## src/hdl/edid_pkg.sv

```systemverilog
// ----------------------------------------------------------------------------
// edid_pkg
// shared constants, command and snapshot types for the edid base block parser
// ----------------------------------------------------------------------------
`default_nettype none

package edid_pkg;

    // block geometry
    localparam int BLOCK_BYTES   = 128;
    localparam int STRING_BYTES  = 13;
    localparam int DESC_LEN      = 18;
    localparam int CMD_DEPTH_DEF = 8;

    // stream widths
    localparam int IN_TDATA_W  = 8;
    localparam int OUT_TDATA_W = 40;

    // result kinds
    localparam logic [4:0] KIND_VALID    = 5'd0;
    localparam logic [4:0] KIND_PNP      = 5'd1;
    localparam logic [4:0] KIND_SERIAL   = 5'd2;
    localparam logic [4:0] KIND_WIDTH    = 5'd3;
    localparam logic [4:0] KIND_HEIGHT   = 5'd4;
    localparam logic [4:0] KIND_GAMMA    = 5'd5;
    localparam logic [4:0] KIND_CHROMA   = 5'd6;
    localparam logic [4:0] KIND_STR_BASE = 5'd13;

    // summary item indexes
    localparam logic [3:0] SUM_VALID  = 4'd0;
    localparam logic [3:0] SUM_PNP    = 4'd1;
    localparam logic [3:0] SUM_SERIAL = 4'd2;
    localparam logic [3:0] SUM_WIDTH  = 4'd3;
    localparam logic [3:0] SUM_HEIGHT = 4'd4;
    localparam logic [3:0] SUM_GAMMA  = 4'd5;
    localparam logic [3:0] SUM_CHROMA = 4'd6;
    localparam logic [3:0] SUM_LAST   = 4'd13;

    // string descriptor kind
    typedef enum logic [1:0] {
        STR_NONE,
        STR_NAME,
        STR_SERIAL,
        STR_ALNUM
    } str_kind_t;

    // work for the back end, one per input byte that has results
    typedef struct packed {
        str_kind_t  str_kind;
        logic       sp;
        logic       ch_en;
        logic [7:0] ch;
        logic       term;
        logic       summ;
        logic       short_fin;
    } edid_cmd_t;

    // block data captured for the summary
    typedef struct packed {
        logic            hg;
        logic [15:0]     pnp;
        logic [31:0]     serial;
        logic [15:0]     size;
        logic [7:0]      gamma;
        logic [15:0]     clo;
        logic [7:0][7:0] chi;
    } edid_snap_t;

endpackage

`default_nettype wire

```

## src/hdl/edid_cmd_fifo.sv

```systemverilog
// ----------------------------------------------------------------------------
// edid_cmd_fifo
// short command queue between the byte front end and the result back end
// ----------------------------------------------------------------------------
`default_nettype none

module edid_cmd_fifo #(
    parameter int DEPTH = edid_pkg::CMD_DEPTH_DEF
) (
    input  wire logic                clk,
    input  wire logic                rst_n,
    input  wire logic                push,
    input  edid_pkg::edid_cmd_t      din,
    input  wire logic                pop,
    output edid_pkg::edid_cmd_t      dout,
    output logic                     full,
    output logic                     empty
);
    import edid_pkg::*;

    localparam int PTR_W = (DEPTH > 1) ? $clog2(DEPTH) : 1;
    localparam int CNT_W = $clog2(DEPTH + 1);

    edid_cmd_t        mem_reg [DEPTH];
    logic [PTR_W-1:0] wr_ptr_reg, wr_ptr_next;
    logic [PTR_W-1:0] rd_ptr_reg, rd_ptr_next;
    logic [CNT_W-1:0] count_reg, count_next;

    assign full  = (count_reg == CNT_W'(DEPTH));
    assign empty = (count_reg == '0);
    assign dout  = mem_reg[rd_ptr_reg];

    // pointer and fill count update
    always_comb
    begin
        wr_ptr_next = wr_ptr_reg;
        rd_ptr_next = rd_ptr_reg;
        count_next  = count_reg;
        if (push)
        begin
            wr_ptr_next = (wr_ptr_reg == PTR_W'(DEPTH - 1)) ? '0 : wr_ptr_reg + 1'b1;
        end
        if (pop)
        begin
            rd_ptr_next = (rd_ptr_reg == PTR_W'(DEPTH - 1)) ? '0 : rd_ptr_reg + 1'b1;
        end
        if (push && !pop)
        begin
            count_next = count_reg + 1'b1;
        end
        else if (pop && !push)
        begin
            count_next = count_reg - 1'b1;
        end
    end

    always_ff @(posedge clk or negedge rst_n)
    begin
        if (!rst_n)
        begin
            wr_ptr_reg <= '0;
            rd_ptr_reg <= '0;
            count_reg  <= '0;
        end
        else
        begin
            wr_ptr_reg <= wr_ptr_next;
            rd_ptr_reg <= rd_ptr_next;
            count_reg  <= count_next;
        end
    end

    // entry storage
    always_ff @(posedge clk)
    begin
        if (push)
        begin
            mem_reg[wr_ptr_reg] <= din;
        end
    end

    // queue checks
    assert property (@(posedge clk) disable iff (!rst_n) push |-> !full)
        else $error("command queue overflow");
    assert property (@(posedge clk) disable iff (!rst_n) pop |-> !empty)
        else $error("command queue underflow");

endmodule

`default_nettype wire

```

## src/hdl/edid_front.sv

```systemverilog
// ----------------------------------------------------------------------------
// edid_front
// accepts edid bytes, latches block fields, decodes descriptors into commands
// ----------------------------------------------------------------------------
`default_nettype none

module edid_front (
    input  wire logic                clk,
    input  wire logic                rst_n,
    input  wire logic                s_tvalid,
    output logic                     s_tready,
    input  wire logic [7:0]          s_tdata,    // byte_value[7:0]
    input  wire logic                s_tlast,    // last_byte
    input  wire logic                fifo_full,
    output logic                     fifo_push,
    output edid_pkg::edid_cmd_t      fifo_din,
    input  wire logic                snap_busy,
    output logic                     snap_load,
    output edid_pkg::edid_snap_t     snap_din
);
    import edid_pkg::*;

    // byte positions within the base block
    localparam logic [7:0] POS_HDR0      = 8'h00;
    localparam logic [7:0] POS_HDR1      = 8'h01;
    localparam logic [7:0] POS_PNP_HI    = 8'h08;
    localparam logic [7:0] POS_PNP_LO    = 8'h09;
    localparam logic [7:0] POS_SERIAL0   = 8'h0c;
    localparam logic [7:0] POS_SERIAL3   = 8'h0f;
    localparam logic [7:0] POS_WIDTH     = 8'h15;
    localparam logic [7:0] POS_HEIGHT    = 8'h16;
    localparam logic [7:0] POS_GAMMA     = 8'h17;
    localparam logic [7:0] POS_CHROMA_A  = 8'h19;
    localparam logic [7:0] POS_CHROMA_B  = 8'h1a;
    localparam logic [7:0] POS_CHROMA_HI = 8'h1b;
    localparam logic [7:0] POS_CHROMA_HE = 8'h22;
    localparam logic [7:0] DESC_FIRST    = 8'h36;
    localparam logic [7:0] DESC_END      = 8'h6c + 8'(DESC_LEN);
    localparam logic [7:0] POS_FINAL     = 8'(BLOCK_BYTES - 1);
    localparam logic [7:0] POS_DONE      = 8'(BLOCK_BYTES);

    // descriptor offsets
    localparam logic [4:0] OFF_TAG0      = 5'd0;
    localparam logic [4:0] OFF_TAG2      = 5'd2;
    localparam logic [4:0] OFF_TYPE      = 5'd3;
    localparam logic [4:0] OFF_STR_FIRST = 5'd5;
    localparam logic [4:0] OFF_STR_LAST  = 5'(4 + STRING_BYTES);
    localparam logic [4:0] OFF_WP_GAMMA1 = 5'd12;
    localparam logic [4:0] OFF_WP_GAMMA2 = 5'd17;
    localparam logic [4:0] OFF_WRAP      = 5'(DESC_LEN - 1);

    // descriptor tags
    localparam logic [7:0] TAG_NAME   = 8'hfc;
    localparam logic [7:0] TAG_SERIAL = 8'hff;
    localparam logic [7:0] TAG_ALNUM  = 8'hfe;
    localparam logic [7:0] TAG_CPOINT = 8'hfb;
    localparam logic [7:0] GAMMA_NONE = 8'hff;
    localparam logic [7:0] CHAR_SPACE = 8'h20;
    localparam logic [7:0] CHAR_DASH  = 8'h2d;

    function automatic logic is_ws(input logic [7:0] c);
        is_ws = (c >= 8'h09 && c <= 8'h0d) || c == CHAR_SPACE || c == 8'h85 || c == 8'ha0;
    endfunction

    function automatic logic is_printable(input logic [7:0] c);
        is_printable = !(c < 8'h20 || (c >= 8'h7f && c <= 8'h9f) || c == 8'had);
    endfunction

    logic [7:0]  pos_reg, pos_next;
    logic        hg_reg, hg_next;
    logic [15:0] pnp_reg, pnp_next;
    logic [31:0] serial_reg, serial_next;
    logic [15:0] size_reg, size_next;
    logic [7:0]  gamma_reg, gamma_next;
    logic [15:0] clo_reg, clo_next;
    logic [7:0]  chi_reg [8];
    logic [4:0]  off_reg, off_next;
    logic        qual_reg, qual_next;
    str_kind_t   skind_reg, skind_next;
    logic        cpoint_reg, cpoint_next;
    logic        emitted_reg, emitted_next;
    logic        spc_reg, spc_next;

    logic        accept;
    logic        in_block;
    logic        in_desc;
    logic [7:0]  serial_off;
    logic [7:0]  chi_off;
    logic [7:0]  b;
    edid_cmd_t   cmd;

    assign s_tready   = !fifo_full && !(pos_reg == POS_FINAL && snap_busy);
    assign accept     = s_tvalid && s_tready;
    assign b          = s_tdata;
    assign in_block   = (pos_reg < POS_DONE);
    assign in_desc    = (pos_reg >= DESC_FIRST) && (pos_reg < DESC_END);
    assign serial_off = pos_reg - POS_SERIAL0;
    assign chi_off    = pos_reg - POS_CHROMA_HI;

    // byte decode and state update
    always_comb
    begin
        pos_next     = pos_reg;
        hg_next      = hg_reg;
        pnp_next     = pnp_reg;
        serial_next  = serial_reg;
        size_next    = size_reg;
        gamma_next   = gamma_reg;
        clo_next     = clo_reg;
        off_next     = off_reg;
        qual_next    = qual_reg;
        skind_next   = skind_reg;
        cpoint_next  = cpoint_reg;
        emitted_next = emitted_reg;
        spc_next     = spc_reg;
        cmd          = '0;
        cmd.str_kind = skind_reg;
        snap_load    = 1'b0;

        if (accept && in_block)
        begin
            priority if (pos_reg == POS_HDR0)
            begin
                hg_next = (b == 8'h00);
            end
            else if (pos_reg == POS_HDR1)
            begin
                hg_next = hg_reg && (b == 8'hff);
            end
            else if (pos_reg == POS_PNP_HI)
            begin
                pnp_next[15:8] = b;
            end
            else if (pos_reg == POS_PNP_LO)
            begin
                pnp_next[7:0] = b;
            end
            else if (pos_reg >= POS_SERIAL0 && pos_reg <= POS_SERIAL3)
            begin
                serial_next[{serial_off[1:0], 3'b000} +: 8] = b;
            end
            else if (pos_reg == POS_WIDTH)
            begin
                size_next[15:8] = b;
            end
            else if (pos_reg == POS_HEIGHT)
            begin
                size_next[7:0] = b;
            end
            else if (pos_reg == POS_GAMMA)
            begin
                gamma_next = b;
            end
            else if (pos_reg == POS_CHROMA_A)
            begin
                clo_next[15:8] = b;
            end
            else if (pos_reg == POS_CHROMA_B)
            begin
                clo_next[7:0] = b;
            end
            else if (in_desc)
            begin
                // descriptor walk
                off_next = (off_reg == OFF_WRAP) ? '0 : off_reg + 1'b1;
                if (off_reg == OFF_TAG0)
                begin
                    qual_next    = (b == 8'h00);
                    skind_next   = STR_NONE;
                    cpoint_next  = 1'b0;
                    emitted_next = 1'b0;
                    spc_next     = 1'b0;
                end
                else if (off_reg == OFF_TAG2)
                begin
                    if (b != 8'h00)
                    begin
                        qual_next    = 1'b0;
                        skind_next   = STR_NONE;
                        cpoint_next  = 1'b0;
                        emitted_next = 1'b0;
                        spc_next     = 1'b0;
                    end
                end
                else if (off_reg == OFF_TYPE)
                begin
                    if (qual_reg)
                    begin
                        if (b == TAG_NAME)
                        begin
                            skind_next = STR_NAME;
                        end
                        else if (b == TAG_SERIAL)
                        begin
                            skind_next = STR_SERIAL;
                        end
                        else if (b == TAG_ALNUM)
                        begin
                            skind_next = STR_ALNUM;
                        end
                        else if (b == TAG_CPOINT)
                        begin
                            cpoint_next = 1'b1;
                        end
                    end
                end
                else if (off_reg >= OFF_STR_FIRST && off_reg <= OFF_STR_LAST)
                begin
                    // color point gamma override
                    if (cpoint_reg && (off_reg == OFF_WP_GAMMA1 || off_reg == OFF_WP_GAMMA2)
                        && b != GAMMA_NONE)
                    begin
                        gamma_next = b;
                    end
                    // string characters with trim and collapse
                    if (skind_reg != STR_NONE && hg_reg)
                    begin
                        if (is_ws(b))
                        begin
                            if (emitted_reg)
                            begin
                                spc_next = 1'b1;
                            end
                        end
                        else
                        begin
                            cmd.sp       = spc_reg;
                            spc_next     = 1'b0;
                            cmd.ch_en    = 1'b1;
                            cmd.ch       = is_printable(b) ? b : CHAR_DASH;
                            emitted_next = 1'b1;
                        end
                        if (off_reg == OFF_STR_LAST)
                        begin
                            cmd.term = 1'b1;
                        end
                    end
                end
            end
            else
            begin
                // bytes with no field latched in this chain
            end

            if (pos_reg == POS_FINAL)
            begin
                cmd.summ  = 1'b1;
                snap_load = 1'b1;
            end
            pos_next = pos_reg + 1'b1;
        end

        // end of stream returns all state but the chromaticity high bytes to reset
        if (accept && s_tlast)
        begin
            cmd.short_fin = (pos_reg < POS_FINAL);
            pos_next      = '0;
            hg_next       = 1'b0;
            pnp_next      = '0;
            serial_next   = '0;
            size_next     = '0;
            gamma_next    = '0;
            clo_next      = '0;
            off_next      = '0;
            qual_next     = 1'b0;
            skind_next    = STR_NONE;
            cpoint_next   = 1'b0;
            emitted_next  = 1'b0;
            spc_next      = 1'b0;
        end
    end

    assign fifo_push = accept && (cmd.sp || cmd.ch_en || cmd.term || cmd.summ || cmd.short_fin);
    assign fifo_din  = cmd;

    // summary snapshot data
    always_comb
    begin
        snap_din.hg     = hg_reg;
        snap_din.pnp    = pnp_reg;
        snap_din.serial = serial_reg;
        snap_din.size   = size_reg;
        snap_din.gamma  = gamma_reg;
        snap_din.clo    = clo_reg;
        for (int i = 0; i < 8; i++)
        begin
            snap_din.chi[i] = chi_reg[i];
        end
    end

    always_ff @(posedge clk or negedge rst_n)
    begin
        if (!rst_n)
        begin
            pos_reg     <= '0;
            hg_reg      <= 1'b0;
            pnp_reg     <= '0;
            serial_reg  <= '0;
            size_reg    <= '0;
            gamma_reg   <= '0;
            clo_reg     <= '0;
            off_reg     <= '0;
            qual_reg    <= 1'b0;
            skind_reg   <= STR_NONE;
            cpoint_reg  <= 1'b0;
            emitted_reg <= 1'b0;
            spc_reg     <= 1'b0;
        end
        else
        begin
            pos_reg     <= pos_next;
            hg_reg      <= hg_next;
            pnp_reg     <= pnp_next;
            serial_reg  <= serial_next;
            size_reg    <= size_next;
            gamma_reg   <= gamma_next;
            clo_reg     <= clo_next;
            off_reg     <= off_next;
            qual_reg    <= qual_next;
            skind_reg   <= skind_next;
            cpoint_reg  <= cpoint_next;
            emitted_reg <= emitted_next;
            spc_reg     <= spc_next;
        end
    end

    // chromaticity high bytes
    always_ff @(posedge clk)
    begin
        if (accept && pos_reg >= POS_CHROMA_HI && pos_reg <= POS_CHROMA_HE)
        begin
            chi_reg[chi_off[2:0]] <= b;
        end
    end

    // position and descriptor offset bounds
    assert property (@(posedge clk) disable iff (!rst_n) pos_reg <= POS_DONE)
        else $error("byte position beyond block end");
    assert property (@(posedge clk) disable iff (!rst_n) off_reg <= OFF_WRAP)
        else $error("descriptor offset out of range");

endmodule

`default_nettype wire

```

## src/hdl/edid_back.sv

```systemverilog
// ----------------------------------------------------------------------------
// edid_back
// expands queued commands into result items behind an output register
// ----------------------------------------------------------------------------
`default_nettype none

module edid_back (
    input  wire logic                clk,
    input  wire logic                rst_n,
    input  wire logic                fifo_empty,
    input  edid_pkg::edid_cmd_t      fifo_dout,
    output logic                     fifo_pop,
    input  wire logic                snap_load,
    input  edid_pkg::edid_snap_t     snap_din,
    output logic                     snap_busy,
    output logic                     m_tvalid,
    input  wire logic                m_tready,
    output logic [39:0]              m_tdata,    // item_kind[4:0], item_value[36:5], zero[39:37]
    output logic                     m_tlast     // last
);
    import edid_pkg::*;

    localparam logic [31:0] CHAR_SPACE = 32'h20;
    localparam logic [7:0]  GAMMA_NONE = 8'hff;
    localparam logic [31:0] GAMMA_BASE = 32'd100;
    localparam logic [7:0]  PNP_BASE   = 8'h40;

    edid_cmd_t   cur_reg, cur_next;
    logic        cur_valid_reg, cur_valid_next;
    logic [3:0]  sum_idx_reg, sum_idx_next;
    edid_snap_t  snap_reg;
    logic        snap_busy_reg, snap_busy_next;
    logic        m_tvalid_reg, m_tvalid_next;
    logic [39:0] m_tdata_reg, m_tdata_next;
    logic        m_tlast_reg, m_tlast_next;

    logic        out_load;
    logic        item_last;
    logic        sum_done;
    logic [3:0]  sum_end;
    logic [4:0]  item_kind;
    logic [31:0] item_value;
    logic [4:0]  str_item_kind;
    edid_cmd_t   rest;
    logic [4:0]  sum_kind;
    logic [31:0] sum_value;
    logic [7:0]  b0, b1, w, h, c0, c1, c2;
    logic [2:0]  ck;
    logic [3:0]  lo_sh;
    logic [1:0]  lo;

    assign snap_busy = snap_busy_reg;
    assign m_tvalid  = m_tvalid_reg;
    assign m_tdata   = m_tdata_reg;
    assign m_tlast   = m_tlast_reg;

    assign out_load      = cur_valid_reg && (!m_tvalid_reg || m_tready);
    assign str_item_kind = KIND_STR_BASE + {3'b000, cur_reg.str_kind};
    assign sum_end       = snap_reg.hg ? SUM_LAST : SUM_VALID;
    assign sum_done      = (sum_idx_reg == sum_end);

    // summary field formatting
    always_comb
    begin
        b0    = snap_reg.pnp[15:8];
        b1    = snap_reg.pnp[7:0];
        c0    = PNP_BASE + {3'b000, b0[6:2]};
        c1    = PNP_BASE + {3'b000, b0[1:0], b1[7:5]};
        c2    = PNP_BASE + {3'b000, b1[4:0]};
        w     = snap_reg.size[15:8];
        h     = snap_reg.size[7:0];
        if (w == 8'h00 || h == 8'h00)
        begin
            w = 8'h00;
            h = 8'h00;
        end
        ck    = 3'(sum_idx_reg - SUM_CHROMA);
        lo_sh = 4'd14 - {ck, 1'b0};
        lo    = snap_reg.clo[lo_sh +: 2];

        unique case (sum_idx_reg)
            SUM_VALID:
            begin
                sum_kind  = KIND_VALID;
                sum_value = {31'd0, snap_reg.hg};
            end
            SUM_PNP:
            begin
                sum_kind  = KIND_PNP;
                sum_value = {8'h00, c0, c1, c2};
            end
            SUM_SERIAL:
            begin
                sum_kind  = KIND_SERIAL;
                sum_value = snap_reg.serial;
            end
            SUM_WIDTH:
            begin
                sum_kind  = KIND_WIDTH;
                sum_value = {24'd0, w};
            end
            SUM_HEIGHT:
            begin
                sum_kind  = KIND_HEIGHT;
                sum_value = {24'd0, h};
            end
            SUM_GAMMA:
            begin
                sum_kind  = KIND_GAMMA;
                sum_value = (snap_reg.gamma == GAMMA_NONE) ? GAMMA_BASE
                          : GAMMA_BASE + {24'd0, snap_reg.gamma};
            end
            default:
            begin
                sum_kind  = KIND_CHROMA + {2'b00, ck};
                sum_value = {22'd0, snap_reg.chi[ck], lo};
            end
        endcase
    end

    // pick the next item of the current command
    always_comb
    begin
        rest       = cur_reg;
        item_kind  = str_item_kind;
        item_value = '0;
        priority if (cur_reg.sp)
        begin
            item_value = CHAR_SPACE;
            rest.sp    = 1'b0;
        end
        else if (cur_reg.ch_en)
        begin
            item_value = {24'd0, cur_reg.ch};
            rest.ch_en = 1'b0;
        end
        else if (cur_reg.term)
        begin
            rest.term = 1'b0;
        end
        else if (cur_reg.summ)
        begin
            item_kind  = sum_kind;
            item_value = sum_value;
            rest.summ  = !sum_done;
        end
        else
        begin
            item_kind      = KIND_VALID;
            rest.short_fin = 1'b0;
        end
        item_last = !(rest.sp || rest.ch_en || rest.term || rest.summ || rest.short_fin);
    end

    assign fifo_pop = !fifo_empty && (!cur_valid_reg || (out_load && item_last));

    // sequencer and output register
    always_comb
    begin
        cur_next       = cur_reg;
        cur_valid_next = cur_valid_reg;
        sum_idx_next   = sum_idx_reg;
        snap_busy_next = snap_busy_reg;
        m_tvalid_next  = m_tvalid_reg;
        m_tdata_next   = m_tdata_reg;
        m_tlast_next   = m_tlast_reg;

        if (m_tready)
        begin
            m_tvalid_next = 1'b0;
        end
        if (out_load)
        begin
            m_tvalid_next = 1'b1;
            m_tdata_next  = {3'b000, item_value, item_kind};
            m_tlast_next  = item_last;
            cur_next      = rest;
            if (item_last)
            begin
                cur_valid_next = 1'b0;
            end
            if (!cur_reg.sp && !cur_reg.ch_en && !cur_reg.term && cur_reg.summ)
            begin
                sum_idx_next = sum_done ? '0 : sum_idx_reg + 1'b1;
                if (sum_done)
                begin
                    snap_busy_next = 1'b0;
                end
            end
        end
        if (fifo_pop)
        begin
            cur_next       = fifo_dout;
            cur_valid_next = 1'b1;
        end
        if (snap_load)
        begin
            snap_busy_next = 1'b1;
        end
    end

    always_ff @(posedge clk or negedge rst_n)
    begin
        if (!rst_n)
        begin
            cur_valid_reg <= 1'b0;
            sum_idx_reg   <= '0;
            snap_busy_reg <= 1'b0;
            m_tvalid_reg  <= 1'b0;
        end
        else
        begin
            cur_valid_reg <= cur_valid_next;
            sum_idx_reg   <= sum_idx_next;
            snap_busy_reg <= snap_busy_next;
            m_tvalid_reg  <= m_tvalid_next;
        end
    end

    // payload registers
    always_ff @(posedge clk)
    begin
        cur_reg     <= cur_next;
        m_tdata_reg <= m_tdata_next;
        m_tlast_reg <= m_tlast_next;
        if (snap_load)
        begin
            snap_reg <= snap_din;
        end
    end

    // a held command always has work, a summary always has its snapshot
    assert property (@(posedge clk) disable iff (!rst_n)
        cur_valid_reg |-> (cur_reg.sp || cur_reg.ch_en || cur_reg.term
                           || cur_reg.summ || cur_reg.short_fin))
        else $error("empty command held");
    assert property (@(posedge clk) disable iff (!rst_n)
        (cur_valid_reg && cur_reg.summ) |-> snap_busy_reg)
        else $error("summary without snapshot");

endmodule

`default_nettype wire

```

## src/hdl/edid_base_block_parser_top.sv

```systemverilog
// ----------------------------------------------------------------------------
// edid_base_block_parser_top
// streaming edid 1.3 base block parser: strings and end-of-block summary
// ----------------------------------------------------------------------------
//  channel | dir | tdata                              | tlast
//  s_*     | in  | byte_value[7:0]                    | last_byte
//  m_*     | out | item_kind[4:0], item_value[36:5]   | last result of a byte
//
//  one byte is accepted per cycle while the command queue has room
//  each byte yields 0 to 4 items, byte 127 a 14 item summary (1 item without a
//  good header); the output register sends one item per cycle while m_tready
//  is high, so string runs and the summary drain at that rate through the queue
//  byte 127 of a new block waits while the previous summary is still going out
//  rst_n clears position, latched fields but chi_reg, queue and output register
// ----------------------------------------------------------------------------
`default_nettype none

module edid_base_block_parser_top #(
    parameter int CMD_DEPTH = edid_pkg::CMD_DEPTH_DEF
) (
    input  wire logic        clk,
    input  wire logic        rst_n,
    input  wire logic        s_tvalid,
    output logic             s_tready,
    input  wire logic [7:0]  s_tdata,    // byte_value[7:0]
    input  wire logic        s_tlast,    // last_byte
    output logic             m_tvalid,
    input  wire logic        m_tready,
    output logic [39:0]      m_tdata,    // item_kind[4:0], item_value[36:5], zero[39:37]
    output logic             m_tlast     // last
);
    import edid_pkg::*;

    logic       fifo_full;
    logic       fifo_empty;
    logic       fifo_push;
    logic       fifo_pop;
    edid_cmd_t  fifo_din;
    edid_cmd_t  fifo_dout;
    logic       snap_busy;
    logic       snap_load;
    edid_snap_t snap_din;

    // byte front end
    edid_front u_front (
        .clk       (clk),
        .rst_n     (rst_n),
        .s_tvalid  (s_tvalid),
        .s_tready  (s_tready),
        .s_tdata   (s_tdata),
        .s_tlast   (s_tlast),
        .fifo_full (fifo_full),
        .fifo_push (fifo_push),
        .fifo_din  (fifo_din),
        .snap_busy (snap_busy),
        .snap_load (snap_load),
        .snap_din  (snap_din)
    );

    // command queue
    edid_cmd_fifo #(
        .DEPTH (CMD_DEPTH)
    ) u_fifo (
        .clk   (clk),
        .rst_n (rst_n),
        .push  (fifo_push),
        .din   (fifo_din),
        .pop   (fifo_pop),
        .dout  (fifo_dout),
        .full  (fifo_full),
        .empty (fifo_empty)
    );

    // result back end
    edid_back u_back (
        .clk        (clk),
        .rst_n      (rst_n),
        .fifo_empty (fifo_empty),
        .fifo_dout  (fifo_dout),
        .fifo_pop   (fifo_pop),
        .snap_load  (snap_load),
        .snap_din   (snap_din),
        .snap_busy  (snap_busy),
        .m_tvalid   (m_tvalid),
        .m_tready   (m_tready),
        .m_tdata    (m_tdata),
        .m_tlast    (m_tlast)
    );

endmodule

`default_nettype wire
```

## config.mk

```make
export PLATFORM = sky130hd
export DESIGN_NAME = edid_base_block_parser_top
export DESIGN_NICKNAME = d
export VERILOG_FILES = /design/src/hdl/edid_pkg.sv /design/src/hdl/edid_cmd_fifo.sv /design/src/hdl/edid_front.sv /design/src/hdl/edid_back.sv /design/src/hdl/edid_base_block_parser_top.sv
export SDC_FILE = /design/constraint.sdc
export NUM_CORES = 1
export LEC_CHECK = 0
export BUFFER_PORTS_ARGS = -buffer_cell sky130_fd_sc_hd__buf_4
export CORE_MARGIN = 2
export CORE_UTILIZATION = 60
export DETAILED_ROUTE_END_ITERATION = 8
export PLACE_DENSITY = 0.77
export SYNTH_ARGS = -nofsm -noshare
export SYNTH_HDL_FRONTEND = slang
export SYNTH_SLANG_ARGS = --single-unit
```

## constraint.sdc

```tcl
create_clock -name clk -period 30.5 [get_ports clk]
set_clock_uncertainty 0.15 [all_clocks]
set_input_delay 0 -clock clk [delete_from_list [all_inputs] [get_ports clk]]
set_output_delay 0 -clock clk [all_outputs]
set_load 0.01 [all_outputs]
```

# ---- Word-level counts from Yosys, hierarchy flattened
# Memory sizes are Yosys's and may differ from the RTL's. A register that Yosys moved wholly into a read port is not among the register bits.
# Index checks and enable logic that the tools add are counted.
# Widths: inputs -> output; s select.
dict set report op_classes {
  n_addsub 18
  order_cmp 16
  n_eq_ne 55
  n_shift 3
  n_mux 237
  n_bitwise 1
  reduce_logical 108
}
# cell count
set ops {}
lappend ops {{$mux 8} 35}
lappend ops {{$mux 16} 17}
lappend ops {{$mux 32} 8}
lappend ops {{$pmux 32 s6} 1}
lappend ops {{$mux 11} 16}
lappend ops {{$mux 1} 100}
lappend ops {{$mux 5} 18}
lappend ops {{$mux 15} 5}
lappend ops {{$eq 8x8->1 const B} 8}
lappend ops {{$mux 2} 22}
lappend ops {{$eq 8x5->1 const B} 5}
lappend ops {{$reduce_and 17->1} 2}
lappend ops {{$bwmux 32} 1}
lappend ops {{$logic_not 8->1} 4}
lappend ops {{$reduce_and 16->1} 2}
lappend ops {{$reduce_bool 2->1} 16}
lappend ops {{$shift 8x7->32 const A} 1}
lappend ops {{$shiftx 8x7->32} 1}
lappend ops {{$pmux 5 s6} 1}
lappend ops {{$logic_and 1x1->1} 25}
lappend ops {{$add 7x5->8 const A} 3}
lappend ops {{$bmux 8 s3} 1}
lappend ops {{$ne 2x2->1 const B} 11}
lappend ops {{$reduce_bool 4->1} 5}
lappend ops {{73 further kinds} 130}
dict set report word_totals {
  reg_bits 265
  ramBits 184
  inputBits 13
  out_inout_bits 43
  wordCells 480
  memories 2
}
# memory words word_bits read_ports rd_clocked_by_memory_dff write_ports line
set memory_table {}
lappend memory_table {u_fifo.mem_reg 8 15 1 0 1 edid_cmd_fifo.sv:24} ;# edid_cmd_t mem_reg [DEPTH];
lappend memory_table {u_front.chi_reg 8 8 8 8 1 edid_front.sv:76} ;# logic [7:0] chi_reg [8];

# ---- Logic depth before layout (Yosys ltp)
# Gate-level depths: netlist of the first run.
dict set report depth {
  depth_word 32
  ltp_mapped 18
}

# ---- By module
# From an unflattened synthesis of the first run, not the netlist that was laid out.
dict set report hier_totals {
  cells_unflattened 1353
  area_unflattened_um2 21360.5
}
# mod instances cells_per_inst area_each_um2 seq_area_each_um2
set modules_own_cells {}
lappend modules_own_cells {edid_back 1 523 8663.3 6331.1}
lappend modules_own_cells {edid_front 1 592 7447.1 4624.4}
lappend modules_own_cells {edid_cmd_fifo 1 238 5250.0 3853.7}

# ---- Worst setup path after synthesis of the first run
# OpenSTA, ideal clock, no wires.
dict set report synth_path {
  path_type {register -> register}
  start {reg u_front.pos_reg[1]}
  end {mem u_fifo.mem_reg[0][1] (netlist bit) (data pin)}
  setup_ns 2.297
  arrival_ns 12.082
  t_required_ns 28.053
  slack_ns 15.971
  stages_incl_launch_ff 6
  n_path_buf 1
  cell_sequence {dfrtp_1 ha_1 clkbuf_1 a311oi_4 nand2_1 nor3_1}
}
# element line
set synth_rtl {}
lappend synth_rtl {{from (decl)} edid_front.sv:69} ;# logic [7:0] pos_reg, pos_next;
lappend synth_rtl {{from (signal assigned)} edid_front.sv:311} ;# pos_reg <= pos_next;
lappend synth_rtl {{to (decl)} edid_cmd_fifo.sv:24}

# ---- Final worst setup path of the first run
dict set report layout_path {
  start {reg u_front.pos_reg[2]}
  end {reg u_back.snap_reg[107] (netlist bit), enable pin}
}
dict set report layout_between {
  elab_chain_cells 7
  elab_cells_between_ends 9
}
# element line
set layout_rtl {}
lappend layout_rtl {{branches (longest 6 deep; another with $lt 8x8->1)} -}
lappend layout_rtl {{$mux 1 (*)} edid_front.sv:120} ;# if (accept && in_block)
lappend layout_rtl {{to (signal assigned)} edid_back.sv:228} ;# snap_reg <= snap_din;
lappend layout_rtl {{to (decl)} edid_back.sv:31} ;# edid_snap_t snap_reg;
# Mark *: on every way between the ends.
# A chain may end at the register's enable or synchronous reset.

==> results of run 1 <==
==> routing by layer <==
layer  global-route usage [%]  up-vias
li1                         -     5138
met1                     35.2     5915
met2                     40.1      473
met3                     4.36       90
met4                     7.90        0
met5                        0        -
==> worst register-to-register path, stage by stage (launching register included) <==
cell      delay, ps
dfrtp_1         560
and4_4          310
and2_4          180
a311oi_4        540
nand2_1         180
nor3_2          130
buf_4           760
buf_4           990
==> per-stage QoR <==
| stage | instances | hold slack (ps) |
|---|---|---|
| 6_report | 1854 | 256 |
| 2_1_floorplan | 1298 | -446 |
| 3_3_place_gp | 1749 | -39.4 |
| 4_1_cts | 1854 | 235 |
| 5_1_grt | 1854 | 257 |
| 3_5_place_dp | 1749 | -34.8 |
==> synthesized netlist by cell type (5+ instances only) <==
cell type	count	area share [%]
mux2_2	32	1.7
mux4_2	50	5.5
a22o_1	11	0.47
a21oi_1	30	0.73
o31ai_1	6	0.22
clkbuf_1	46	0.84
nor2_1	78	1.4
o21ai_0	70	1.7
a211oi_1	5	0.18
nand2b_1	15	0.45
a21o_1	5	0.18
and3_1	7	0.21
xor2_1	8	0.34
nor4_1	10	0.30
inv_1	13	0.24
buf_1	6	0.11
ha_1	24	1.5
nand3_1	40	0.97
a31oi_1	5	0.15
buf_2	9	0.22
a221oi_1	6	0.25
dfrtp_1	124	15
a22oi_1	16	0.58
xnor2_1	8	0.34
nand2_1	88	1.6
edfxtp_1	389	57
nand4_1	12	0.36
nor2b_1	15	0.45
nor3_1	13	0.32
mux2i_1	31	1.5
and2_1	23	0.70
==> kinds of logic (layout without fill, tap and decap cells) <==
| logic type | Yosys count | in the layout | synth area share (%) |
|---|---|---|---|
| adder cells (fa/ha/maj) | 25 | 25 | 1.55 |
| flip-flops | 513 | 513 | 71.7 |
| other | 1 | 3 | 0.0182 |
| AO/OA/AOI/OAI | 206 | 206 | 6.89 |
| XOR/XNOR | 16 | 16 | 0.679 |
| AND/OR/NAND/NOR | 338 | 338 | 8.54 |
| multiplexers | 116 | 116 | 8.93 |
| buffers and inverters | 81 | 189 | 1.73 |
==> final cells by class <==
class	count	share of cell area (%)
Clock buffer	75	6.51
Clock inverter	16	0.606
Timing Repair Buffer	85	2.96
Tap cell	448	2.40
Inverter	13	0.209
Multi-Input combinational cell	704	23.9
Sequential cell	513	63.4
==> power groups by stage <==
stage          clock [uW]  combinational (uW)  sequential [uW]
2_1_floorplan           0                 282              842
3_3_place_gp            0                 399              858
3_5_place_dp            0                 402              863
4_1_cts               615                 407              848
5_1_grt               643                 439              855
6_report              608                 407              849
==> worst max path at each step <==
stage | startpoint | slack (ps) | cells past startpoint | end
2_1_floorplan | u_front.pos_reg[1] | 15970 | 5 | u_fifo.mem_reg[0][1]
3_3_place_gp | u_front.pos_reg[2] | 26400 | 7 | u_back.snap_reg[128]
3_5_place_dp | u_front.pos_reg[2] | 26270 | 7 | u_back.snap_reg[128]
4_1_cts | u_front.pos_reg[2] | 26250 | 7 | u_back.snap_reg[127]
5_1_grt | u_front.pos_reg[2] | 25990 | 7 | u_back.snap_reg[107]
6_report | u_front.pos_reg[2] | 26220 | 7 | u_back.snap_reg[107]
==> metrics.txt, run 1 <==
# TYPE chip_impl_metric gauge
chip_impl_metric{name="placeableCoreArea",unit="sq um"} 33700
chip_impl_info{name="crit_path_cell_trace",value="and4_4, and2_4, a311oi_4, nand2_1, nor3_2, buf_4, buf_4"} 1
chip_impl_metric{name="ff2ff_setup_slack",unit="ps"} 26220
chip_impl_metric{name="holdBufCountCts",unit=""} 14
chip_impl_metric{name="tightestPinTransition",unit="ps"} 1210
chip_impl_metric{name="slew-limit-headroom",unit="%"} 18.7
chip_impl_metric{name="max_cap_viols",unit=""} 0
chip_impl_metric{name="timing.setup.tns",unit="ps"} 0
chip_impl_metric{name="setup-violations-final",unit=""} 0
chip_impl_metric{name="synth.yosys.seq_area_share",unit="%"} 71.7
chip_impl_metric{name="number_of_cells_on_the_worst_reg_to_reg_path",unit=""} 7
chip_impl_metric{name="ys_seq_elements",unit=""} 513
chip_impl_metric{name="fin_util",unit="%"} 69.2
chip_impl_info{name="commonest_non_fill_non_tap_cell_in_the_layout",value="edfxtp_1"} 1
chip_impl_metric{name="synth_warnings",unit=""} 0
chip_impl_info{name="rsz0062_at_grt",value="no"} 1
chip_impl_metric{name="postCtsResizedCells",unit=""} 0
chip_impl_metric{name="grt_pass1_vias",unit=""} 11300
chip_impl_metric{name="placedInstanceArea",unit="sq um"} 21500
chip_impl_metric{name="antenna_found_initial",unit=""} 0
chip_impl_metric{name="drt_iter0_drc",unit=""} 1359
chip_impl_metric{name="post_route_cells_drive_above_1_share",unit="%"} 18.9
chip_impl_metric{name="post_synth_instance_area",unit="sq um"} 20600
chip_impl_metric{name="fp-row-count",unit=""} 67
chip_impl_metric{name="ctsHtreeMaxLevel",unit=""} 2
chip_impl_metric{name="gr-usage-all-layers",unit="%"} 24.9
chip_impl_metric{name="avgRoutedWirePerCell",unit="um"} 23.3
chip_impl_info{name="timing.critical_path.max_delay_family",value="buffers and inverters"} 1
chip_impl_info{name="synth_top_flop_cell",value="edfxtp_1"} 1
chip_impl_metric{name="synth_area_per_cell",unit="sq um"} 15.9
chip_impl_metric{name="route.detailed.vias_per_inst",unit=""} 6.27
chip_impl_metric{name="grt_start_max_net_pins",unit=""} 86
chip_impl_metric{name="remaining_drc_errors",unit=""} 0
chip_impl_metric{name="place_congestion",unit=""} 0.858
chip_impl_metric{name="post_layout_worst_setup_margin",unit="ps"} 26220
chip_impl_metric{name="slew_violations",unit=""} 0
chip_impl_metric{name="path_max_fanout",unit=""} 85
chip_impl_metric{name="wl_met2",unit="um"} 21200
chip_impl_metric{name="totalWireLength",unit="um"} 43200
chip_impl_metric{name="grt_pass1_wl",unit="um"} 67100
chip_impl_metric{name="p_sw",unit="uW"} 533
chip_impl_info{name="crit_type",value="reg -> reg"} 1
chip_impl_metric{name="diodes",unit=""} 0
chip_impl_metric{name="synth_edf_count",unit=""} 389
chip_impl_metric{name="critical_path_arrival",unit="ps"} 4310
chip_impl_metric{name="wl_met3",unit="um"} 2960
chip_impl_metric{name="metal1_wirelength",unit="um"} 17800
chip_impl_info{name="topRoutingLayerUsed",value="met4"} 1
chip_impl_metric{name="fill_cells",unit=""} 2184
chip_impl_metric{name="cts.reportedPaths.clkPinSlew",unit="ps"} 60
chip_impl_metric{name="worstPathRequired",unit="ps"} 30530
chip_impl_metric{name="via_total_after_detailed_routing",unit=""} 11600
chip_impl_metric{name="clock_sinks",unit=""} 513
chip_impl_metric{name="synthesis.instances",unit=""} 1296
chip_impl_metric{name="register_area",unit="sq um"} 14800
chip_impl_metric{name="cts-buffers-inserted",unit=""} 49
chip_impl_metric{name="floorplan.initialDensity",unit="%"} 61.2
chip_impl_info{name="cts_tree",value="done"} 1
chip_impl_metric{name="grt_remaining_overflow",unit=""} 0
chip_impl_info{name="critPathSlowestCell",value="buf_4"} 1
chip_impl_info{name="critical_path.most_common_cell",value="buf_4"} 1
chip_impl_metric{name="post-route-min-period",unit="ps"} 4280
chip_impl_info{name="hp-start",value="s_tdata[0]"} 1
chip_impl_info{name="critical_path.reg2reg.endpoint",value="u_back.snap_reg[107]"} 1
chip_impl_metric{name="postSynth.asyncResetShare",unit="%"} 24.2
chip_impl_info{name="reg2reg_start",value="u_front.pos_reg[2]"} 1
chip_impl_metric{name="die_height",unit="um"} 189
chip_impl_metric{name="power.internal",unit="uW"} 1330
chip_impl_metric{name="p_comb_share",unit="%"} 21.8
chip_impl_metric{name="clockPowerShare",unit="%"} 32.6
chip_impl_metric{name="crit_path_max_incr_delay",unit="ps"} 920
chip_impl_metric{name="finalInstanceArea",unit="sq um"} 23300
chip_impl_metric{name="clock_insertion_delay_worst_skew",unit="ps"} 560
chip_impl_metric{name="finalNetCount",unit=""} 1404
chip_impl_metric{name="drtAntennaViolNets",unit=""} 0
chip_impl_info{name="critPathLaunchType",value="register"} 1
chip_impl_metric{name="die_area",unit="sq um"} 35900
chip_impl_metric{name="largest_register_ffs",unit=""} 137
chip_impl_metric{name="fmax",unit="MHz"} 234
chip_impl_info{name="hold_path_class",value="in -> reg"} 1
chip_impl_metric{name="detailed_place_hpwl",unit="um"} 27200
chip_impl_metric{name="detailedRoute.firstPassIterationCount",unit=""} 6
chip_impl_info{name="cts-root-buf",value="clkbuf_16"} 1
chip_impl_metric{name="num_io_pins",unit=""} 56
chip_impl_metric{name="post-cts-setup-buffer-count",unit=""} 0
chip_impl_metric{name="layout-area-overhead-vs-synth",unit="%"} 13.1
chip_impl_info{name="critPathCaptureType",value="register"} 1
chip_impl_metric{name="dp_worst_setup_slack",unit="ps"} 26270
chip_impl_metric{name="port_buffers",unit=""} 52
chip_impl_metric{name="hold-path-cell-count",unit=""} 2
chip_impl_metric{name="p_leak",unit="uW"} 0.00829
chip_impl_metric{name="ys_types",unit=""} 81
chip_impl_metric{name="multiInputGateArea",unit="sq um"} 5580
chip_impl_metric{name="cts_max_path_buffers",unit=""} 3
chip_impl_metric{name="critPathBufInv",unit=""} 2
chip_impl_metric{name="die_w",unit="um"} 189
chip_impl_metric{name="finalCritPeriodShare",unit="%"} 14.0
chip_impl_info{name="min_to",value="u_front.chi_reg[1][0]"} 1
chip_impl_metric{name="irDropWorstVdd",unit="mV"} 0.0545
chip_impl_metric{name="pwr_density_cell",unit="nW/um^2"} 80.0
chip_impl_info{name="mostFrequentLayoutCells",value="edfxtp_1 (389), dfrtp_1 (123), nand2_1 (88)"} 1
chip_impl_metric{name="sequentialPowerShare",unit="%"} 45.5
chip_impl_metric{name="totalPowerFinal",unit="uW"} 1870
chip_impl_metric{name="timing.final.hold_violations",unit=""} 0
chip_impl_metric{name="sw_frac_of_total",unit="%"} 28.6
chip_impl_info{name="run_status",value="completed"} 1
No activity file was read; power rests on OpenSTA's default activity.
==> run 2: changes to the inputs <==
- clock period: 30.5 -> 4.3 ns (I/O delays scaled with it)
==> metrics.txt, run 2 (synthesis results as in run 1) <==
# TYPE chip_impl_metric gauge
chip_impl_info{name="rsz0062_at_grt",value="no"} 1
chip_impl_metric{name="clock_insertion_delay_worst_skew",unit="ps"} 580
chip_impl_metric{name="drt_iter0_drc",unit=""} 1392
chip_impl_metric{name="placeableCoreArea",unit="sq um"} 33700
chip_impl_metric{name="p_leak",unit="uW"} 0.00835
chip_impl_metric{name="critPathBufInv",unit=""} 3
chip_impl_metric{name="via_total_after_detailed_routing",unit=""} 11700
chip_impl_info{name="reg2reg_start",value="u_front.off_reg[1]"} 1
chip_impl_metric{name="critical_path_arrival",unit="ps"} 4040
chip_impl_metric{name="layout-area-overhead-vs-synth",unit="%"} 13.5
chip_impl_metric{name="cts_max_path_buffers",unit=""} 3
chip_impl_metric{name="worstPathRequired",unit="ps"} 4600
chip_impl_metric{name="slew-limit-headroom",unit="%"} 26.5
chip_impl_metric{name="avgRoutedWirePerCell",unit="um"} 23.8
chip_impl_metric{name="dp_worst_setup_slack",unit="ps"} 574
chip_impl_metric{name="holdBufCountCts",unit=""} 14
chip_impl_info{name="critPathLaunchType",value="register"} 1
chip_impl_metric{name="remaining_drc_errors",unit=""} 0
chip_impl_info{name="critPathCaptureType",value="register"} 1
chip_impl_metric{name="placedCellCount",unit=""} 1767
chip_impl_metric{name="setup-violations-final",unit=""} 0
chip_impl_metric{name="floorplan.initialDensity",unit="%"} 61.2
chip_impl_metric{name="totalPowerFinal",unit="uW"} 13200
chip_impl_metric{name="fmax",unit="MHz"} 268
chip_impl_metric{name="hold-path-cell-count",unit=""} 2
chip_impl_metric{name="path_max_fanout",unit=""} 12
chip_impl_metric{name="detailed_place_hpwl",unit="um"} 28100
chip_impl_metric{name="antenna_found_initial",unit=""} 0
chip_impl_metric{name="drtAntennaViolNets",unit=""} 0
chip_impl_metric{name="post_layout_worst_setup_margin",unit="ps"} 565
chip_impl_metric{name="place_congestion",unit=""} 0.887
chip_impl_metric{name="pwr_density_cell",unit="nW/um^2"} 562
chip_impl_metric{name="num_io_pins",unit=""} 56
chip_impl_metric{name="totalWireLength",unit="um"} 44600
chip_impl_metric{name="fp-row-count",unit=""} 67
chip_impl_metric{name="crit_path_max_incr_delay",unit="ps"} 650
chip_impl_metric{name="cts-buffers-inserted",unit=""} 49
chip_impl_info{name="run_status",value="completed"} 1
chip_impl_metric{name="post-route-min-period",unit="ps"} 3740
chip_impl_metric{name="timing.final.hold_violations",unit=""} 0
chip_impl_metric{name="grt_pass1_vias",unit=""} 11500
chip_impl_metric{name="die_height",unit="um"} 189
chip_impl_metric{name="ctsHtreeMaxLevel",unit=""} 2
chip_impl_info{name="hp-start",value="s_tdata[0]"} 1
chip_impl_metric{name="post-cts-setup-buffer-count",unit=""} 0
chip_impl_metric{name="detailedRoute.firstPassIterationCount",unit=""} 7
chip_impl_metric{name="tightestPinTransition",unit="ps"} 1100
chip_impl_info{name="hold_path_class",value="in -> reg"} 1
chip_impl_metric{name="grt_remaining_overflow",unit=""} 0
chip_impl_metric{name="die_area",unit="sq um"} 35900
chip_impl_metric{name="finalNetCount",unit=""} 1422
chip_impl_metric{name="largest_register_ffs",unit=""} 137
chip_impl_metric{name="ff2ff_setup_slack",unit="ps"} 560
chip_impl_metric{name="finalCritPeriodShare",unit="%"} 86.9
chip_impl_metric{name="grt_start_max_net_pins",unit=""} 109
chip_impl_info{name="critPathSlowestCell",value="or4_1"} 1
chip_impl_info{name="cts_tree",value="done"} 1
chip_impl_metric{name="irDropWorstVdd",unit="mV"} 0.416
chip_impl_metric{name="slew_violations",unit=""} 0
chip_impl_metric{name="number_of_cells_on_the_worst_reg_to_reg_path",unit=""} 15
chip_impl_metric{name="clock_sinks",unit=""} 513
chip_impl_info{name="cts-root-buf",value="clkbuf_16"} 1
chip_impl_metric{name="port_buffers",unit=""} 52
chip_impl_metric{name="die_w",unit="um"} 189
chip_impl_metric{name="grt_pass1_wl",unit="um"} 69000
chip_impl_info{name="mostFrequentLayoutCells",value="edfxtp_1 (389), dfrtp_1 (122), nand2_1 (87), buf_4 (87), nor2_1 (78)"} 1
chip_impl_info{name="timing.critical_path.max_delay_family",value="compound AO/OA/AOI/OAI gates"} 1
chip_impl_metric{name="gr-usage-all-layers",unit="%"} 25.7
chip_impl_metric{name="post_route_cells_drive_above_1_share",unit="%"} 19.5
chip_impl_info{name="commonest_non_fill_non_tap_cell_in_the_layout",value="edfxtp_1"} 1
chip_impl_metric{name="cts.reportedPaths.clkPinSlew",unit="ps"} 60
chip_impl_info{name="critical_path.reg2reg.endpoint",value="u_fifo.count_reg[3]"} 1
chip_impl_info{name="min_to",value="u_front.chi_reg[2][0]"} 1
chip_impl_metric{name="fin_util",unit="%"} 69.5
chip_impl_info{name="crit_type",value="reg -> reg"} 1
chip_impl_metric{name="max_cap_viols",unit=""} 0
chip_impl_metric{name="route.detailed.vias_per_inst",unit=""} 6.26
chip_impl_metric{name="finalNonFillerCells",unit=""} 1873
chip_impl_info{name="crit_path_cell_trace",value="inv_1, ha_1, o21bai_1, a31oi_1, or4_1, a22o_4, inv_1, ha_1, inv_1, ha_1, a21o_1, a21oi_1, xnor2_1, nor2_1, xor2_1"} 1
chip_impl_metric{name="postCtsResizedCells",unit=""} 0
chip_impl_metric{name="fill_cells",unit=""} 2113
chip_impl_metric{name="diodes",unit=""} 0
[run 2: report_power, final]
| group | switching, uW | internal (uW) |
|---|---|---|
| Sequential | 300 | 5690 |
| Clock | 1770 | 2450 |
| Combinational | 1730 | 1210 |
[run 2: area by class of cell]
cell class | instances | area, sq um | area share (%)
clock buffers | 77 | 1410 | 6.03
clock inverters | 15 | 186 | 0.796
inverters | 13 | 48.8 | 0.208
multi-input cells | 704 | 5600 | 23.9
flip-flops and latches | 513 | 14800 | 63.1
well taps | 448 | 561 | 2.39
repair buffers | 103 | 833 | 3.56
[run 2: metal layers]
metal	wire length (um)	global-route usage [%]	vias to the layer above
met1	18300	36.9	5920
li1	-	-	5174
met4	1780	10.3	0
met2	21400	40.5	522
met3	3190	3.61	102
met5	0	0	-
[run 2: how the worst max path moves through the flow]
stage                       startpoint                    to  slack [ps]  cells after the start
finish              u_front.off_reg[1]   u_fifo.count_reg[3]         560                     15
detailed placement  u_front.off_reg[1]   u_fifo.count_reg[3]         570                     16
CTS                 u_front.off_reg[1]   u_fifo.count_reg[3]         590                     16
floorplan           u_front.pos_reg[1]  u_fifo.mem_reg[0][1]       -1880                      5
global route        u_front.off_reg[0]   u_fifo.count_reg[3]         320                     15
global placement    u_front.off_reg[0]   u_fifo.count_reg[3]         750                     15
[run 2: metrics by stage]
stage	hold slack, ps	TNS (ps)	area (sq um)
3_5_place_dp	39.2	0	21700
3_3_place_gp	31.7	0	21700
4_1_cts	105	0	23400
5_1_grt	132	0	23400
6_report	128	0	23400
2_1_floorplan	-446	-242000	20700
[run 2: worst register-to-register path, delay by kind of cell, from the launching register on]
kind            cells  cell delay [ps]
xor+xnor            2              290
simple gates        2              720
flops               1              450
buf+inv             3              320
fa+ha+maj           3              690
compound gates      5             1000
==> run 3: changes to the inputs <==
- ABC_AREA: default -> 1
- BUFFER_PORTS_ARGS: -buffer_cell sky130_fd_sc_hd__buf_4 -> -buffer_cell sky130_fd_sc_hd__buf_2
==> metrics.txt, run 3 <==
# TYPE chip_impl_metric gauge
chip_impl_info{name="crit_path_cell_trace",value="ha_1, inv_1, nor2_2, nand3_4, nand3_1, nor2_1, nand3_1, nand4_1, ha_1, inv_1, ha_1, and3_1, a211oi_1, nand2_1, nand2_1, nor2_1, xor2_1"} 1
chip_impl_metric{name="ctsHtreeMaxLevel",unit=""} 2
chip_impl_metric{name="path_max_fanout",unit=""} 11
chip_impl_info{name="critPathSlowestCell",value="dfrtp_1"} 1
chip_impl_metric{name="route.detailed.vias_per_inst",unit=""} 5.94
chip_impl_metric{name="port_buffers",unit=""} 52
chip_impl_metric{name="via_total_after_detailed_routing",unit=""} 14600
chip_impl_metric{name="post-cts-setup-buffer-count",unit=""} 0
chip_impl_metric{name="diodes",unit=""} 0
chip_impl_info{name="crit_type",value="reg -> reg"} 1
chip_impl_info{name="critPathCaptureType",value="register"} 1
chip_impl_metric{name="gr-usage-all-layers",unit="%"} 29.2
chip_impl_metric{name="slew_violations",unit=""} 0
chip_impl_metric{name="dp_worst_setup_slack",unit="ps"} 623
chip_impl_metric{name="setup-violations-final",unit=""} 0
chip_impl_metric{name="post-route-min-period",unit="ps"} 3750
chip_impl_metric{name="worstPathRequired",unit="ps"} 4620
chip_impl_info{name="run_status",value="completed"} 1
chip_impl_info{name="hold_path_class",value="in -> reg"} 1
chip_impl_info{name="synth_top_flop_cell",value="edfxtp_1"} 1
chip_impl_metric{name="pwr_density_cell",unit="nW/um^2"} 635
chip_impl_metric{name="clock_insertion_delay_worst_skew",unit="ps"} 590
chip_impl_info{name="rsz0062_at_grt",value="no"} 1
chip_impl_metric{name="synth.yosys.seq_area_share",unit="%"} 69.1
chip_impl_metric{name="floorplan.initialDensity",unit="%"} 60.6
chip_impl_metric{name="holdBufCountCts",unit=""} 15
chip_impl_metric{name="fmax",unit="MHz"} 267
chip_impl_metric{name="timing.setup.tns",unit="ps"} 0
chip_impl_metric{name="cts-buffers-inserted",unit=""} 50
chip_impl_metric{name="remaining_drc_errors",unit=""} 0
chip_impl_metric{name="post_route_cells_drive_above_1_share",unit="%"} 10.4
chip_impl_metric{name="avgRoutedWirePerCell",unit="um"} 21.3
chip_impl_info{name="synth.area.top_cells",value="edfxtp_1 (55%), dfrtp_1 (14%), nand2_1 (7.3%)"} 1
chip_impl_metric{name="grt_start_max_net_pins",unit=""} 59
chip_impl_info{name="timing.critical_path.max_delay_family",value="simple AND/OR/NAND/NOR gates"} 1
chip_impl_metric{name="drt_iter0_drc",unit=""} 1766
chip_impl_metric{name="die_w",unit="um"} 193
chip_impl_metric{name="critical_path_arrival",unit="ps"} 4060
chip_impl_metric{name="place_congestion",unit=""} 0.979
chip_impl_metric{name="drtAntennaViolNets",unit=""} 0
chip_impl_metric{name="crit_path_max_incr_delay",unit="ps"} 500
chip_impl_metric{name="grt_pass1_wl",unit="um"} 80100
chip_impl_metric{name="cts_max_path_buffers",unit=""} 3
chip_impl_metric{name="post_layout_worst_setup_margin",unit="ps"} 553
chip_impl_metric{name="cts.reportedPaths.clkPinSlew",unit="ps"} 60
chip_impl_metric{name="synth_warnings",unit=""} 0
chip_impl_metric{name="synth_area_per_cell",unit="sq um"} 11.3
chip_impl_metric{name="synth_edf_count",unit=""} 389
chip_impl_metric{name="fin_util",unit="%"} 67.7
chip_impl_metric{name="ys_seq_elements",unit=""} 513
chip_impl_metric{name="postCtsResizedCells",unit=""} 0
chip_impl_metric{name="layout-area-overhead-vs-synth",unit="%"} 11.7
chip_impl_metric{name="finalCritPeriodShare",unit="%"} 87.1
chip_impl_metric{name="irDropWorstVdd",unit="mV"} 0.446
chip_impl_metric{name="synthDominantCellAreaShare",unit="%"} 54.6
chip_impl_info{name="mostFrequentLayoutCells",value="nand2_1 (415), edfxtp_1 (389), nor2_1 (189)"} 1
chip_impl_metric{name="totalWireLength",unit="um"} 52400
chip_impl_info{name="cts_tree",value="done"} 1
chip_impl_metric{name="ys_types",unit=""} 54
chip_impl_metric{name="tightestPinTransition",unit="ps"} 986
chip_impl_info{name="critPathLaunchType",value="register"} 1
chip_impl_metric{name="critPathBufInv",unit=""} 2
chip_impl_info{name="critical_path.most_common_cell",value="ha_1"} 1
chip_impl_metric{name="placeableCoreArea",unit="sq um"} 35300
chip_impl_info{name="ranking_of_synthesized_cells_by_instance_count",value="nand2_1 (415), edfxtp_1 (389), nor2_1 (189), o21ai_0 (164), nand3_1 (145)"} 1
chip_impl_metric{name="fp-row-count",unit=""} 69
chip_impl_metric{name="slew-limit-headroom",unit="%"} 33.8
chip_impl_metric{name="clock_sinks",unit=""} 513
chip_impl_metric{name="die_area",unit="sq um"} 37200
chip_impl_metric{name="max_cap_viols",unit=""} 0
chip_impl_metric{name="antenna_found_initial",unit=""} 0
chip_impl_metric{name="finalNetCount",unit=""} 2002
chip_impl_metric{name="detailed_place_hpwl",unit="um"} 34800
chip_impl_metric{name="post_synth_instance_area",unit="sq um"} 21400
chip_impl_info{name="library_cell_occupying_the_most_area_in_the_post_synthesis_netlist",value="edfxtp_1"} 1
chip_impl_metric{name="postSynth.asyncResetShare",unit="%"} 24.2
chip_impl_metric{name="die_height",unit="um"} 193
chip_impl_metric{name="synthesis.instances",unit=""} 1891
chip_impl_info{name="cts-root-buf",value="clkbuf_16"} 1
chip_impl_info{name="synthMostInstantiatedCell",value="nand2_1"} 1
chip_impl_metric{name="detailedRoute.firstPassIterationCount",unit=""} 6
chip_impl_metric{name="grt_remaining_overflow",unit=""} 0
chip_impl_metric{name="p_leak",unit="uW"} 0.00943
chip_impl_metric{name="timing.final.hold_violations",unit=""} 0
chip_impl_info{name="commonest_non_fill_non_tap_cell_in_the_layout",value="nand2_1"} 1
chip_impl_metric{name="grt_pass1_vias",unit=""} 13900
chip_impl_metric{name="num_io_pins",unit=""} 56
chip_impl_metric{name="fill_cells",unit=""} 2532
chip_impl_metric{name="largest_register_ffs",unit=""} 137
==> run 3: logic make-up (layout without fill, tap and decap cells) <==
group	Yosys count	in the layout	synth area share, %
simple gates	848	848	17.2
other cells	1	3	0.0175
fa+ha+maj	25	25	1.50
compound gates	291	291	7.80
xor+xnor	8	8	0.327
buf+inv	205	315	4.09
flops	513	513	69.1
==> run 3: through the flow <==
stage / total power, uW / std cells / hold slack, ps / area (sq um)
final: 15200 / 2464 / 165 / 23900
after global routing: 15900 / 2464 / 200 / 23900
after CTS: 15200 / 2464 / 128 / 23900
after detailed placement: 10900 / 2358 / -75.9 / 22100
after global placement: 10700 / 2358 / -89.6 / 22100
after floorplan: 9330 / 1893 / -446 / 21400
==> run 3: final cells by class <==
class / count / area (sq um) / share of cell area (%)
inverter: 127 / 482 / 2.01
sequential: 513 / 14800 / 61.8
tap: 461 / 577 / 2.41
clock inverter: 24 / 230 / 0.963
timing repair buffer: 97 / 693 / 2.90
clock buffer: 67 / 1380 / 5.76
multi-input combinational: 1175 / 5760 / 24.1
==> run 3: worst min-delay path, delay by kind of cell <==
family	cells	cell delay, ps
buf+inv	3	670
simple gates	2	190
==> run 3: power by group <==
| part | total (uW) | leakage, uW | internal [uW] | switching (uW) |
|---|---|---|---|---|
| logic | 4310 | 0.00335 | 1210 | 3100 |
| clock network | 4280 | 0.000791 | 2490 | 1790 |
| registers | 6580 | 0.00529 | 6140 | 443 |
| total | 15200 | 0.00943 | 9840 | 5330 |
==> run 3: path summary, 6_finish.rpt <==
path | start | endpoint | slack [ps] | cells past startpoint
min | m_tready | u_back.m_tvalid | 160 | 5
min in group asynchronous | rst_n | u_front.cpoint_reg | 380 | 4
max reg2reg | u_front.pos_reg[0] | u_fifo.count_reg[3] | 550 | 17
max | u_front.pos_reg[0] | u_fifo.count_reg[3] | 550 | 17
max in group asynchronous | rst_n | u_front.serial_reg[10] | 2980 | 4
min reg2reg | u_front.chi_reg[3][5] | u_back.snap_reg[29] | 260 | 0
==> run 3: metal layers <==
metal | global-route usage (%) | vias to the layer above | share of wire, % | wire length [um]
met5 | 0 | - | 0 | 0
met4 | 11.9 | 0 | 4.1 | 2150
met3 | 6.02 | 143 | 8.3 | 4360
met2 | 45.7 | 685 | 47 | 24700
met1 | 40.3 | 7089 | 40 | 21200
li1 | - | 6728 | - | -
